==> src/gjpf_pkg.sv <==
// shared types, widths and codes for the grid jump point finder
// no dependencies; imported by every module of the block
package gjpf_pkg;

    localparam int ROW_W      = 8;
    localparam int COL_W      = 8;
    localparam int MAX_ROWS   = 1 << ROW_W;
    localparam int MAX_COLS   = 1 << COL_W;
    localparam int SIZE_W     = ROW_W + 1;
    localparam int ADDR_W     = ROW_W + COL_W;
    localparam int POS_W      = ROW_W + 2;
    localparam int DATA_W     = 24;
    localparam int M_DATA_W   = 16;
    localparam int CFG_IDX_W  = 2;
    localparam int CFG_DATA_W = 9;

    localparam logic CMD_WRITE = 1'b0;
    localparam logic CMD_JUMP  = 1'b1;

    localparam logic [CFG_IDX_W-1:0] CFG_MAP_HEIGHT = 2'd0;
    localparam logic [CFG_IDX_W-1:0] CFG_MAP_WIDTH  = 2'd1;
    localparam logic [CFG_IDX_W-1:0] CFG_GOAL_ROW   = 2'd2;
    localparam logic [CFG_IDX_W-1:0] CFG_GOAL_COL   = 2'd3;

    localparam logic [2:0] DIR_UP        = 3'd0;
    localparam logic [2:0] DIR_DOWN      = 3'd1;
    localparam logic [2:0] DIR_LEFT      = 3'd2;
    localparam logic [2:0] DIR_RIGHT     = 3'd3;
    localparam logic [2:0] DIR_UPLEFT    = 3'd4;
    localparam logic [2:0] DIR_DOWNLEFT  = 3'd5;
    localparam logic [2:0] DIR_UPRIGHT   = 3'd6;
    localparam logic [2:0] DIR_DOWNRIGHT = 3'd7;

    typedef struct packed {
        logic [ROW_W-1:0] row;
        logic [COL_W-1:0] col;
        logic [2:0]       dir;
    } query_t;

    typedef struct packed {
        logic             found;
        logic [ROW_W-1:0] row;
        logic [COL_W-1:0] col;
    } result_t;

    typedef struct packed {
        logic [SIZE_W-1:0] eff_h;
        logic [SIZE_W-1:0] eff_w;
        logic [ROW_W-1:0]  goal_row;
        logic [COL_W-1:0]  goal_col;
    } map_cfg_t;

    function automatic logic signed [1:0] dir_dr(input logic [2:0] d);
        logic signed [1:0] v;
        case (d)
            DIR_UP, DIR_UPLEFT, DIR_UPRIGHT:         v = -2'sd1;
            DIR_DOWN, DIR_DOWNLEFT, DIR_DOWNRIGHT:   v = 2'sd1;
            default:                                 v = 2'sd0;
        endcase
        return v;
    endfunction

    function automatic logic signed [1:0] dir_dc(input logic [2:0] d);
        logic signed [1:0] v;
        case (d)
            DIR_LEFT, DIR_UPLEFT, DIR_DOWNLEFT:      v = -2'sd1;
            DIR_RIGHT, DIR_UPRIGHT, DIR_DOWNRIGHT:   v = 2'sd1;
            default:                                 v = 2'sd0;
        endcase
        return v;
    endfunction

endpackage

==> src/gjpf_walk.sv <==
// walk sequencer: steps, neighbourhood reads and the shared step evaluator
// depends on gjpf_pkg; reads the grid through gjpf_grid
module gjpf_walk (
    input  logic                        aclk,
    input  logic                        aresetn,
    input  logic                        start,
    input  gjpf_pkg::query_t            query,
    input  gjpf_pkg::map_cfg_t          cfg,
    output logic [gjpf_pkg::ADDR_W-1:0] rd_addr,
    input  logic                        rd_data,
    output logic                        busy,
    output logic                        res_valid,
    input  logic                        res_ready,
    output gjpf_pkg::result_t           result
);
    import gjpf_pkg::*;

    localparam logic [2:0] ST_IDLE = 3'd0;
    localparam logic [2:0] ST_STEP = 3'd1;
    localparam logic [2:0] ST_RD   = 3'd2;
    localparam logic [2:0] ST_WAIT = 3'd3;
    localparam logic [2:0] ST_EVAL = 3'd4;
    localparam logic [2:0] ST_OUT  = 3'd5;

    localparam logic [1:0] SUB_MAIN = 2'd0;
    localparam logic [1:0] SUB_HORZ = 2'd1;
    localparam logic [1:0] SUB_VERT = 2'd2;

    localparam logic [2:0] LAST_IDX = 3'd4;

    logic [2:0]              state_reg, state_next;
    logic [1:0]              sub_reg, sub_next;
    logic signed [POS_W-1:0] pos_r_reg, pos_r_next, pos_c_reg, pos_c_next;
    logic signed [POS_W-1:0] base_r_reg, base_r_next, base_c_reg, base_c_next;
    logic signed [1:0]       dr_reg, dr_next, dc_reg, dc_next;
    logic signed [1:0]       ddr_reg, ddr_next, ddc_reg, ddc_next;
    logic                    diag_reg, diag_next;
    logic [2:0]              idx_reg, idx_next;
    logic [2:0]              pidx_reg;
    logic                    pend_reg;
    logic                    inmap_q_reg;
    logic [4:0]              blk_reg, fre_reg;
    result_t                 res_reg, res_next;

    logic signed [2:0]       off_r, off_c, pr, pc, dr3, dc3;
    logic                    straight;
    logic signed [POS_W-1:0] nr, nc;
    logic                    n_inmap;
    logic                    at_goal, forced, hit, miss;

    function automatic logic in_map(input logic signed [POS_W-1:0] r,
                                    input logic signed [POS_W-1:0] c,
                                    input logic [SIZE_W-1:0] h,
                                    input logic [SIZE_W-1:0] w);
        return !r[POS_W-1] && (r[SIZE_W-1:0] < h) && !c[POS_W-1] && (c[SIZE_W-1:0] < w);
    endfunction

    // neighbourhood offsets: centre, then the two side pairs of the pruning rule
    always_comb begin
        dr3      = 3'(dr_reg);
        dc3      = 3'(dc_reg);
        pr       = dc3;
        pc       = dr3;
        straight = (dr_reg == 2'sd0) || (dc_reg == 2'sd0);
        off_r    = 3'sd0;
        off_c    = 3'sd0;
        case (idx_reg)
            3'd1: begin
                off_r = straight ? dr3 + pr : -dr3;
                off_c = straight ? dc3 + pc : dc3;
            end
            3'd2: begin
                off_r = straight ? pr : -dr3;
                off_c = straight ? pc : 3'sd0;
            end
            3'd3: begin
                off_r = straight ? dr3 - pr : dr3;
                off_c = straight ? dc3 - pc : -dc3;
            end
            3'd4: begin
                off_r = straight ? -pr : 3'sd0;
                off_c = straight ? -pc : -dc3;
            end
            default: begin
                off_r = 3'sd0;
                off_c = 3'sd0;
            end
        endcase
        nr      = pos_r_reg + POS_W'(off_r);
        nc      = pos_c_reg + POS_W'(off_c);
        n_inmap = in_map(nr, nc, cfg.eff_h, cfg.eff_w);
        rd_addr = {nr[ROW_W-1:0], nc[COL_W-1:0]};
    end

    assign at_goal = (pos_r_reg == POS_W'({1'b0, cfg.goal_row}))
                  && (pos_c_reg == POS_W'({1'b0, cfg.goal_col}));
    assign forced  = (fre_reg[1] && blk_reg[2]) || (fre_reg[3] && blk_reg[4]);
    assign hit     = at_goal || (fre_reg[0] && forced);
    assign miss    = !at_goal && !fre_reg[0];

    always_comb begin
        state_next  = state_reg;
        sub_next    = sub_reg;
        pos_r_next  = pos_r_reg;
        pos_c_next  = pos_c_reg;
        base_r_next = base_r_reg;
        base_c_next = base_c_reg;
        dr_next     = dr_reg;
        dc_next     = dc_reg;
        ddr_next    = ddr_reg;
        ddc_next    = ddc_reg;
        diag_next   = diag_reg;
        idx_next    = idx_reg;
        res_next    = res_reg;
        unique case (state_reg)
            ST_IDLE: begin
                if (start) begin
                    pos_r_next = POS_W'({1'b0, query.row});
                    pos_c_next = POS_W'({1'b0, query.col});
                    dr_next    = dir_dr(query.dir);
                    dc_next    = dir_dc(query.dir);
                    ddr_next   = dir_dr(query.dir);
                    ddc_next   = dir_dc(query.dir);
                    diag_next  = query.dir[2];
                    sub_next   = SUB_MAIN;
                    state_next = ST_STEP;
                end
            end
            ST_STEP: begin
                pos_r_next = pos_r_reg + POS_W'(dr_reg);
                pos_c_next = pos_c_reg + POS_W'(dc_reg);
                idx_next   = '0;
                state_next = ST_RD;
            end
            ST_RD: begin
                if (idx_reg == LAST_IDX) begin
                    state_next = ST_WAIT;
                end else begin
                    idx_next = idx_reg + 3'd1;
                end
            end
            ST_WAIT: begin
                state_next = ST_EVAL;
            end
            ST_EVAL: begin
                state_next = ST_STEP;
                unique case (sub_reg)
                    SUB_MAIN: begin
                        if (hit) begin
                            res_next   = '{found: 1'b1, row: pos_r_reg[ROW_W-1:0],
                                           col: pos_c_reg[COL_W-1:0]};
                            state_next = ST_OUT;
                        end else if (miss) begin
                            res_next   = '0;
                            state_next = ST_OUT;
                        end else if (diag_reg) begin
                            base_r_next = pos_r_reg;
                            base_c_next = pos_c_reg;
                            dr_next     = 2'sd0;
                            dc_next     = ddc_reg;
                            sub_next    = SUB_HORZ;
                        end
                    end
                    SUB_HORZ, SUB_VERT: begin
                        if (hit) begin
                            res_next   = '{found: 1'b1, row: base_r_reg[ROW_W-1:0],
                                           col: base_c_reg[COL_W-1:0]};
                            state_next = ST_OUT;
                        end else if (miss) begin
                            pos_r_next = base_r_reg;
                            pos_c_next = base_c_reg;
                            if (sub_reg == SUB_HORZ) begin
                                dr_next  = ddr_reg;
                                dc_next  = 2'sd0;
                                sub_next = SUB_VERT;
                            end else begin
                                dr_next  = ddr_reg;
                                dc_next  = ddc_reg;
                                sub_next = SUB_MAIN;
                            end
                        end
                    end
                    default: begin
                        sub_next = SUB_MAIN;
                    end
                endcase
            end
            ST_OUT: begin
                if (res_ready) begin
                    state_next = ST_IDLE;
                end
            end
            default: begin
                state_next = ST_IDLE;
            end
        endcase
    end

    always_ff @(posedge aclk) begin
        if (!aresetn) begin
            state_reg <= ST_IDLE;
            sub_reg   <= SUB_MAIN;
            pend_reg  <= 1'b0;
        end else begin
            state_reg <= state_next;
            sub_reg   <= sub_next;
            pend_reg  <= (state_reg == ST_RD);
        end
    end

    always_ff @(posedge aclk) begin
        pos_r_reg   <= pos_r_next;
        pos_c_reg   <= pos_c_next;
        base_r_reg  <= base_r_next;
        base_c_reg  <= base_c_next;
        dr_reg      <= dr_next;
        dc_reg      <= dc_next;
        ddr_reg     <= ddr_next;
        ddc_reg     <= ddc_next;
        diag_reg    <= diag_next;
        idx_reg     <= idx_next;
        res_reg     <= res_next;
        pidx_reg    <= idx_reg;
        inmap_q_reg <= n_inmap;
        // out-of-map cells are neither blocked nor free
        if (pend_reg) begin
            blk_reg[pidx_reg] <= inmap_q_reg && rd_data;
            fre_reg[pidx_reg] <= inmap_q_reg && !rd_data;
        end
    end

    assign busy      = (state_reg != ST_IDLE);
    assign res_valid = (state_reg == ST_OUT);
    assign result    = res_reg;

    a_null_zero: assert property (@(posedge aclk) disable iff (!aresetn)
        (state_reg == ST_OUT && !res_reg.found) |-> (res_reg.row == '0 && res_reg.col == '0))
        else $error("null result carries a position");
    a_wait_eval: assert property (@(posedge aclk) disable iff (!aresetn)
        (state_reg == ST_WAIT) |=> (state_reg == ST_EVAL))
        else $error("read drain not followed by evaluation");
    a_sub_diag: assert property (@(posedge aclk) disable iff (!aresetn)
        (busy && sub_reg != SUB_MAIN) |-> diag_reg)
        else $error("side walk outside a diagonal query");
    a_side_straight: assert property (@(posedge aclk) disable iff (!aresetn)
        (state_reg == ST_EVAL && sub_reg != SUB_MAIN) |-> (dr_reg == 2'sd0 || dc_reg == 2'sd0))
        else $error("side walk not straight");

endmodule

==> config.mk <==
export PLATFORM = sky130hd
export DESIGN_NAME = gjpf_walk
export DESIGN_NICKNAME = d
export VERILOG_FILES = /design/src/gjpf_pkg.sv /design/src/gjpf_walk.sv
export SDC_FILE = /design/constraint.sdc
export NUM_CORES = 1
export LEC_CHECK = 0
export BUFFER_PORTS_ARGS = -buffer_cell sky130_fd_sc_hd__buf_2
export CAP_MARGIN = 20
export CORE_MARGIN = 2
export CORE_UTILIZATION = 55
export CTS_CLUSTER_DIAMETER = 80
export DETAILED_ROUTE_END_ITERATION = 16
export PLACE_DENSITY = 0.77
export SLEW_MARGIN = 20
export SYNTH_ARGS = -nofsm -noshare
export SYNTH_HDL_FRONTEND = slang
export SYNTH_SLANG_ARGS = --single-unit
==> constraint.sdc <==
create_clock -name aclk -period 9.4 [get_ports aclk]
set_clock_uncertainty 0.2 [all_clocks]
set_input_delay 0.47 -clock aclk [delete_from_list [all_inputs] [get_ports aclk]]
set_output_delay 0.47 -clock aclk [all_outputs]
set_load 0.1 [all_outputs]
-- Word level (Yosys, flattened, before mapping)
Cells that the tools add are included.
- register bits after elaboration: 89
- word-level logic and storage cells: 179
- input port bits: 58
- $lt $le $gt $ge: 4
- add/subtract/negate cells: 10
- bitwise logic cells: 2
- multiplexer cells: 66
- reductions and logical operators: 42
- eq/ne operators: 35
- operators with widths (kind ; count):
    10-bit two-way mux ; 8
    10-bit case mux with 3 select lines ; 2
    17-bit two-way mux ; 3
    3-bit two-way mux ; 15
    2-bit two-way mux ; 20
    17-bit case mux with 2 select lines ; 1
    2-bit case mux with 2 select lines ; 8
    3-bit case mux with 4 select lines ; 2
    3-bit equality test (second input constant) ; 7
    10-bit by 2-bit adder with 10-bit output ; 2
    10-bit by 3-bit adder with 10-bit output ; 2
    10-bit by 8-bit equality test with 1-bit output ; 2
    3-bit by 2-bit equality test with 1-bit output (second input constant) ; 6
    9-bit < comparator ; 2
    3-bit inequality test (second input constant) ; 6
    3-bit case mux with 6 select lines ; 1
    2-bit inequality test (second input constant) ; 7
    3-bit case mux with 2 select lines ; 2
    3-bit OR reduction ; 4
    1-bit logical AND ; 11
    5-bit bitwise mux ; 2
    5-bit AND reduction ; 2
    3-bit by 1-bit equality test with 1-bit output (second input constant) ; 3
    8-bit AND reduction ; 1
    24 further kinds ; 40

-- Depth between registers and ports, before layout
Gate-level depths: netlist of the first run.
- depth after elaboration: 9
- mapped depth: 21
- gate-level depth less buffers: 20

-- Worst setup path before layout of the first run
Ideal clock, no wire load.
- path kind: flip-flop to flip-flop
- from: reg dr_reg[1]
- to: reg inmap_q_reg
- cell stages (with the launch flop): 20
- slack: 3.380 ns
- data required time: 9.112 ns
- buffers on the path: 0
- arrival time: 5.732 ns
- period minus slack after synthesis: 6.020 ns
- path through: edfxtp_1 > inv_1 > ha_1 > nor2_1 > o21ai_0 > a211oi_1 > a221oi_1 > nor2_1 > fa_1 > a21o_1 > a21oi_1 > o21bai_1 > and2_1 > nor2_1 > xnor2_1 > ha_1 > and4_1 > a221oi_1 > o21ai_0 > nor4_2
- word-level cells in the longest chain between the ends: 9
- elaborated cells on any way between the ends: 25
- classes of those cells: add/sub (6); order compare (2); mux (10); reduce/logical (7)
- RTL lines (item ; RTL line ; text):
    start: declaration ; gjpf_walk.sv:35 ; logic signed [1:0] dr_reg, dr_next, dc_reg, dc_next;
    start signal: assignment ; gjpf_walk.sv:216 ; dr_reg <= dr_next;
    parallel branches: the longest is 3 deep, another holds 2-bit by 2-bit subtractor with 3-bit output ; n/a ;
    3-bit case mux with 4 select lines (*) ; gjpf_walk.sv:67 ; case (idx_reg)
    10-bit by 3-bit adder with 10-bit output (*) ; gjpf_walk.sv:89 ; nr = pos_r_reg + POS_W'(off_r);
    via rd_addr, one bit ; gjpf_walk.sv:9 ; output logic [gjpf_pkg::ADDR_W-1:0] rd_addr,
    9-bit < comparator (*) ; gjpf_walk.sv:55 ; return !r[POS_W-1] && (r[SIZE_W-1:0] < h) && !c[POS_W-1] && (c[SIZE_W-1:0] < w);
    1-bit logical AND (*) (3 in series) ; gjpf_walk.sv:55 ;
    via n_inmap ; gjpf_walk.sv:48 ; logic n_inmap;
    end signal: assignment ; gjpf_walk.sv:224 ; inmap_q_reg <= n_inmap;
    end: declaration ; gjpf_walk.sv:41 ; logic inmap_q_reg;
Mark *: on every way through the listed nets, which the timed path passes.
A chain may end at the register's enable or synchronous reset.

-- Worst setup path in the final report of the first run
- from: reg dr_reg[1]
- to: reg inmap_q_reg
- word-level cells in the longest chain between the ends: 9
- elaborated cells on any way between the ends: 25
- classes of those cells: add/sub (6); order compare (2); mux (10); reduce/logical (7)
- RTL lines (item ; RTL line):
    parallel branches: the longest is 8 deep, another holds 10-bit by 3-bit adder with 10-bit output ; n/a
    1-bit logical AND (*) ; gjpf_walk.sv:55
    via n_inmap ; gjpf_walk.sv:48
Marks and branches as above.

==> reports/metrics.yaml, run 1 <==
worst_setup_path:
  cpPeakStageDelay_ns: 0.88
  r2r_cells: 19
  slowest_stage: "edfxtp_1"
  path_common_cell: "ha_1"
  arrival_ns: 5.64
  cp-end-kind: "register"
  cp_max_fo: 17
  worstSetupPathType: "register to register"
  timing.rr.start: "dr_reg[1]"
  worstPathRequired_ns: 9.50
  rrSetupSlack_ns: 3.86
  r2r_end: "inmap_q_reg"
  start_kind: "register"
  path_cells: "inv_1 > ha_1 > nor2_1 > nor2_1 > o22ai_1 > a221oi_1 > ha_1 > fa_1 > a21o_1 > a21oi_1 > o21bai_1 > and2_1 > o41ai_1 > xnor2_1 > ha_1 > and4_1 > a221oi_1 > o21ai_0 > nor4_2"
floorplan:
  die_y_um: 110.0
  start_util_pct: 56.73
  core_um2: 10890
  dieArea_um2: 12090
  fp.dieW_um: 110.0
  pin_count: 93
  rows: 38
cts:
  clockBufferDepth: 2
  cts_made_buffers: 9
  path_clk_slew_ns: 0.10
  h-tree-depth: 3
  clock_sinks: 84
  clk_latency_ns: 0.38
  hold_buffers: 0
  post_cts_buffers: 0
  cts_root_buf: "clkbuf_8"
  tritoncts: "built"
  post_cts_resized: 0
synth:
  synth_edf_count: 74
  syn_area_um2: 6177
  synth_top_family_by_area: "compound AO/OA/AOI/OAI gates"
  synth_compound_area_share_pct: 18.86
  synth_cells: 637
  synth-simple-area-share_pct: 14.85
  syn_area_per_cell_um2: 9.697
  async_flop_share_pct: 0
  synthAdderAreaFrac_pct: 16.37
  muxShareOfSynthArea_pct: 0.6684
  ys_warn_count: 0
  synth-seq-cells: 84
  synthXorXnorAreaFrac_pct: 6.522
  ys.flop_type: "edfxtp_1"
  syn_nets: 771
  seq_area_frac_synth_pct: 39.21
  synthDistinctLibCells: 60
cells_and_area:
  final_nets: 862
  num_antenna_cells: 0
  largest_reg_flops: 17
  syn_to_final_growth_pct: 13.19
  instances_no_fill: 873
  drive_gt1_share_pct: 17.05
grt:
  grt_pass1_vias: 4995
  grt_util_all_layers_pct: 26.02
  grt_max_degree: 43
  grt_overflow_total: 0
  grt_antenna_before_repair: 0
  grt_pass1_wl_um: 24180
placement:
  preCtsSetupSlack_ns: 3.940
  gp_congestion: 1.012
  portBuffers: 92
  place_inst: 857
  place.detailed.hpwl_um: 11350
routing:
  drt_wl_total_um: 15070
  drcViolationCount: 0
  ant_nets: 0
  drt_iter0_markers: 365
  route.vias.total: 5211
  post_drt_via_cell_ratio: 5.969
  wl_per_cell_um: 17.26
  first_pass_iters: 5
timing:
  setup_ws_ns: 3.861
  worstMarginPinSlew_ns: 0.9406
  setup_tns_ns: 0
  period_needed_ns: 5.539
  period_share_pct: 58.92
  maxSlewViolCount: 0
  finalHoldViolations: 0
  setup_viol: 0
  fmax_ghz: 0.1806
  slew_headroom_pct: 36.81
  rsz0062_at_grt: "no"
outcome:
  run_status: "completed"
flow_run:
  maxCapViolCount: 0
hold_path:
  holdPathEnd: "diag_reg"
  whs_path_depth: 1
  hp-start: "query[2]"
  holdCritPathClass: "input port to register"
## synthesized netlist by cell type, drive strengths merged, types with 3 or more instances
cell type,n,area (um2)
a211oi,8,60.06
a21o,13,97.59
a21oi,30,150.1
a221oi,4,35.03
a22o,3,26.28
a22oi,16,120.1
a31oi,11,68.82
and2,4,25.02
and3,6,37.54
and4,3,26.28
buf,4,26.27
clkbuf,13,48.80
dfxtp,10,200.2
edfxtp,74,2222
fa,8,160.2
ha,68,850.8
inv,38,142.6
mux2i,3,30.03
nand2,76,285.3
nand2b,10,62.56
nand3,15,75.07
nand4,3,18.77
nor2,45,168.9
nor2b,7,43.79
nor3,12,65.06
nor4,4,31.28
o211ai,4,30.03
o21a,6,45.04
o21ai,52,260.3
o21bai,7,52.55
o22ai,3,32.53
or2,4,25.03
xnor2,30,262.8
xor2,16,140.1
## through the flow
stage | hold slack, ns | instance area [um2] | util (%)
final | 0.1207 | 6992 | 64.22
after detailed placement | 0.2384 | 6790 | 62.37
after global placement | 0.2256 | 6790 | 62.37
after CTS | 0.1077 | 6989 | 64.19
after global routing | 0.1076 | 6992 | 64.22
after floorplan | 0.1995 | 6177 | -
## layer usage
layer / wire length (um) / part of all wire, % / track usage [%]
met1: 6378 / 42 / 34.59
met2: 7147 / 47 / 42.20
met3: 1087 / 7.2 / 4.586
met4: 454 / 3.0 / 10.40
met5: 0 / 0 / 0
## worst max-delay path: cells and delay by family (launching register included)
family	cells	cell delay [ns]
DFF	1	0.88
xor gates and xnor gates	1	0.17
adders and majority gates	4	1.24
AOI/OAI and AO/OA	8	1.48
and+or+nand+nor	5	1.27
buffers and inverters	1	0.23
## kinds of logic (layout without fill, tap and decap cells)
logic type | Yosys count | after routing
adders and majority gates | 76 | 76
muxes | 4 | 4
DFF | 84 | 84
xor gates and xnor gates | 46 | 46
buffers and inverters | 55 | 151
and+or+nand+nor | 196 | 196
AOI/OAI and AO/OA | 176 | 176
## layout make-up
class,count,area [um2]
Clock buffer,9,123.9
Tap cell,140,175.2
Sequential cell,84,2422
Inverter,38,142.6
Clock inverter,7,75.07
Fill cell,873,3896
Timing Repair Buffer,97,498.0
Multi-Input combinational cell,498,3555
## cell usage in the layout (no fill, tap or decap), types with 5 or more instances in the layout
master    netlist  final
a211oi_1        8      8
a21o_1         13     13
a21oi_1        30     29
a22oi_1        16     16
a31oi_1        11     11
and3_1          6      6
buf_2           3     92
buf_4           0      5
clkbuf_8        0      9
dfxtp_1        10     10
edfxtp_1       74     74
fa_1            8      8
ha_1           68     68
inv_1          37     37
nand2_1        76     76
nand2b_1       10     10
nand3_1        15     15
nor2_1         45     44
nor2b_1         7      7
nor3_1         11     10
o21a_1          6      6
o21ai_0        27     27
o21ai_1        25     25
o21bai_1        7      7
xnor2_1        30     30
xor2_1         16     16
## worst max-delay path by stage
stage	startpoint	to	slack (ns)
floorplan	dr_reg[1]	inmap_q_reg	3.38
global placement	dr_reg[1]	inmap_q_reg	4.05
detailed placement	dr_reg[1]	inmap_q_reg	3.94
CTS	dr_reg[1]	inmap_q_reg	3.90
global route	dr_reg[1]	inmap_q_reg	3.47
finish	dr_reg[1]	inmap_q_reg	3.86
Power of run 1 is left out: the tool's default activity adds up to more than one toggle a clock period on the data nets, which glitch-free logic cannot reach.
==> inputs of run 2 (changes only) <==
--- a/config.mk
+++ b/config.mk
@@ -8,10 +8,10 @@
 export BUFFER_PORTS_ARGS = -buffer_cell sky130_fd_sc_hd__buf_2
 export CAP_MARGIN = 20
 export CORE_MARGIN = 2
-export CORE_UTILIZATION = 55
+export CORE_UTILIZATION = 53
 export CTS_CLUSTER_DIAMETER = 80
 export DETAILED_ROUTE_END_ITERATION = 16
-export PLACE_DENSITY = 0.77
+export PLACE_DENSITY = 0.78
 export SLEW_MARGIN = 20
 export SYNTH_ARGS = -nofsm -noshare
 export SYNTH_HDL_FRONTEND = slang
==> constraint.sdc (replaced) <==
create_clock -name aclk -period 4.6 [get_ports aclk]
set_clock_uncertainty 0.2 [all_clocks]
set_input_delay 0.23 -clock aclk [delete_from_list [all_inputs] [get_ports aclk]]
set_output_delay 0.23 -clock aclk [all_outputs]
set_load 0.1 [all_outputs]
==> run 2 against run 1 <==
Maximum frequency grew 25%. Via count increased by 4.3%. Worst hold slack worse by 0.11 ns. Cell count rose by 3.8%. Setup slack worse by 3.7 ns. Critical path depth decreased by 1. Final area up 9.8%. Flip-flop and latch count unchanged. Global-route usage is 2.7 points higher.
==> reports/metrics.yaml, run 2 (synthesis gave the netlist of run 1 again) <==
outcome:
  run_status: "completed"
worst_setup_path:
  slowest_stage: "edfxtp_1"
  cp_max_fo: 4  # -13
  r2r_cells: 18  # -1
  r2r_end: "inmap_q_reg"
  critical_path.top_delay_family: "compound AO/OA/AOI/OAI gates"
  rrSetupSlack_ns: 0.17  # -3.69 ns
  start_kind: "register"
  arrival_ns: 4.49  # -1.15 ns
  cpPeakStageDelay_ns: 0.47  # -0.41 ns
  critPathBufInv: 0  # -1
  cp-end-kind: "register"
  path_common_cell: "o21ai_1"
  timing.rr.start: "dr_reg[0]"
  worstSetupPathType: "register to register"
  setup.worst_path.start: "dr_reg[0]"
  path_cells: "ha_2 > fa_1 > o21ai_1 > a211oi_1 > a221oi_1 > nor2_1 > fa_2 > a21o_1 > a21oi_2 > o21bai_1 > and2_4 > o41ai_4 > xnor2_1 > ha_1 > and4_1 > a221oi_2 > o21ai_1 > nor4_2"
  worstPathRequired_ns: 4.66  # -4.84 ns
cts:
  clockBufferDepth: 2  # unchanged
  clock_sinks: 84  # unchanged
  cts_root_buf: "clkbuf_16"
  h-tree-depth: 3  # unchanged
  clk_latency_ns: 0.35  # -0.03 ns
  path_clk_slew_ns: 0.06  # -0.04 ns
  tritoncts: "built"
  cts_made_buffers: 9  # unchanged
cells_and_area:
  instances_no_fill: 906  # +3.8%
  num_antenna_cells: 0  # unchanged
  final_common_cell: "buf_2"
  largest_reg_flops: 17  # unchanged
  final_nets: 892  # +3.5%
  syn_to_final_growth_pct: 24.29
  mostFrequentLayoutCells: "buf_2 (91), nand2_1 (76), edfxtp_1 (74)"
  drive_gt1_share_pct: 22.94  # +5.9 points
  fill_cells: 881  # +0.92%
floorplan:
  pin_count: 93  # unchanged
  rows: 39  # +2.6%
  core_um2: 11420  # +4.9%
  start_util_pct: 54.10  # -2.6 points
  die_y_um: 112.0  # +1.8%
  fp.dieW_um: 112.0  # +1.8%
  dieArea_um2: 12540  # +3.6%
timing:
  period_share_pct: 96.33  # +37 points
  maxSlewViolCount: 0  # unchanged
  fmax_ghz: 0.2257  # +25%
  finalHoldViolations: 0  # unchanged
  setup_viol: 0  # unchanged
  slew_headroom_pct: 28.78  # -8.0 points
  setup_ws_ns: 0.1688  # -3.693 ns
  worstMarginPinSlew_ns: 1.065  # +0.1243 ns
  whs_ns: 0.006479  # -0.1142 ns
  period_needed_ns: 4.431  # -1.107 ns
  rsz0062_at_grt: "yes"
flow_run:
  maxCapViolCount: 0  # unchanged
grt:
  grt_util_all_layers_pct: 28.68  # +2.7 points
  grt_pass1_wl_um: 27970  # +16%
  grt_max_degree: 28  # -35%
  grt_antenna_before_repair: 0  # unchanged
  grt_overflow_total: 0  # unchanged
  grt_pass1_vias: 5499  # +10%
routing:
  ant_nets: 0  # unchanged
  drt_wl_total_um: 17590  # +17%
  route.vias.total: 5437  # +4.3%
  first_pass_iters: 5  # unchanged
  post_drt_via_cell_ratio: 6.001  # +0.54%
  drcViolationCount: 0  # unchanged
  drt_iter0_markers: 439  # +20%
  wl_per_cell_um: 19.42  # +12%
hold_path:
  hp-start: "query[14]"
  holdCritPathClass: "input port to register"
  whs_path_depth: 3  # +2
  holdPathEnd: "pos_r_reg[3]"
placement:
  preCtsSetupSlack_ns: 0.02581  # -3.914 ns
  portBuffers: 92  # unchanged
  place.detailed.hpwl_um: 13020  # +15%
  gp_congestion: 0.9299  # -8.1%
  place_inst: 873  # +1.9%
[run 2: cell types whose count changed in the layout (fill, tap and decap cells not counted), sizes merged]
cell,previous run,this run
clkinv,1,2
dlygate4sd3,0,13
clkinvlp,3,0
buf,97,114
clkbuf,9,11
[run 2: what timing repair did]
item                                    CTS  global route
endpoints found under the hold margin    17             0
buffers inserted                          0             4
resized for setup                         0            12
endpoints found under the setup margin    0             2
hold buffers                             13             0
[run 2: cell type report]
| class | count | area, um2 | area share (%) |
|---|---|---|---|
| Clock buffer | 11 | 242.7 | 3.162 |
| Clock inverter | 5 | 58.81 | 0.7660 |
| Inverter | 38 | 142.6 | 1.858 |
| Multi-Input combinational cell | 498 | 3857 | 50.24 |
| Sequential cell | 84 | 2422 | 31.55 |
| Tap cell | 143 | 178.9 | 2.331 |
| Timing Repair Buffer | 127 | 774.5 | 10.09 |
[run 2: metal layers]
metal | GRT usage [%] | vias to the layer above | part of all wire, %
met3 | 4.736 | 34 | 7.1
met4 | 11.95 | 0 | 2.6
li1 | - | 2589 | -
met1 | 35.83 | 2582 | 40
met2 | 49.49 | 232 | 50
met5 | 0 | - | 0
[run 2: worst max path at each step]
stage	end	slack (ns)	cells past startpoint
2_1_floorplan	inmap_q_reg	-0.05	20
3_3_place_gp	inmap_q_reg	0.09	18
3_5_place_dp	inmap_q_reg	0.03	18
4_1_cts	inmap_q_reg	0.004	18
5_1_grt	inmap_q_reg	-0.05	18
6_report	inmap_q_reg	0.17	18
[run 2: worst min-delay path, delay by kind of cell]
kind	cells	cell delay, ns
buffers and inverters	1	0.08
AO/OA/AOI/OAI	2	0.13
[run 2: metrics by stage]
stage                     area [um2]  util, %   TNS, ns
after floorplan                 6432        -  -0.05386
after global placement          7164    62.74         0
after detailed placement        7164    62.74         0
after CTS                       7596    66.52         0
after global routing            7677    67.24  -0.04713
final                           7677    67.24         0
Power of run 2 is left out for the same reason.
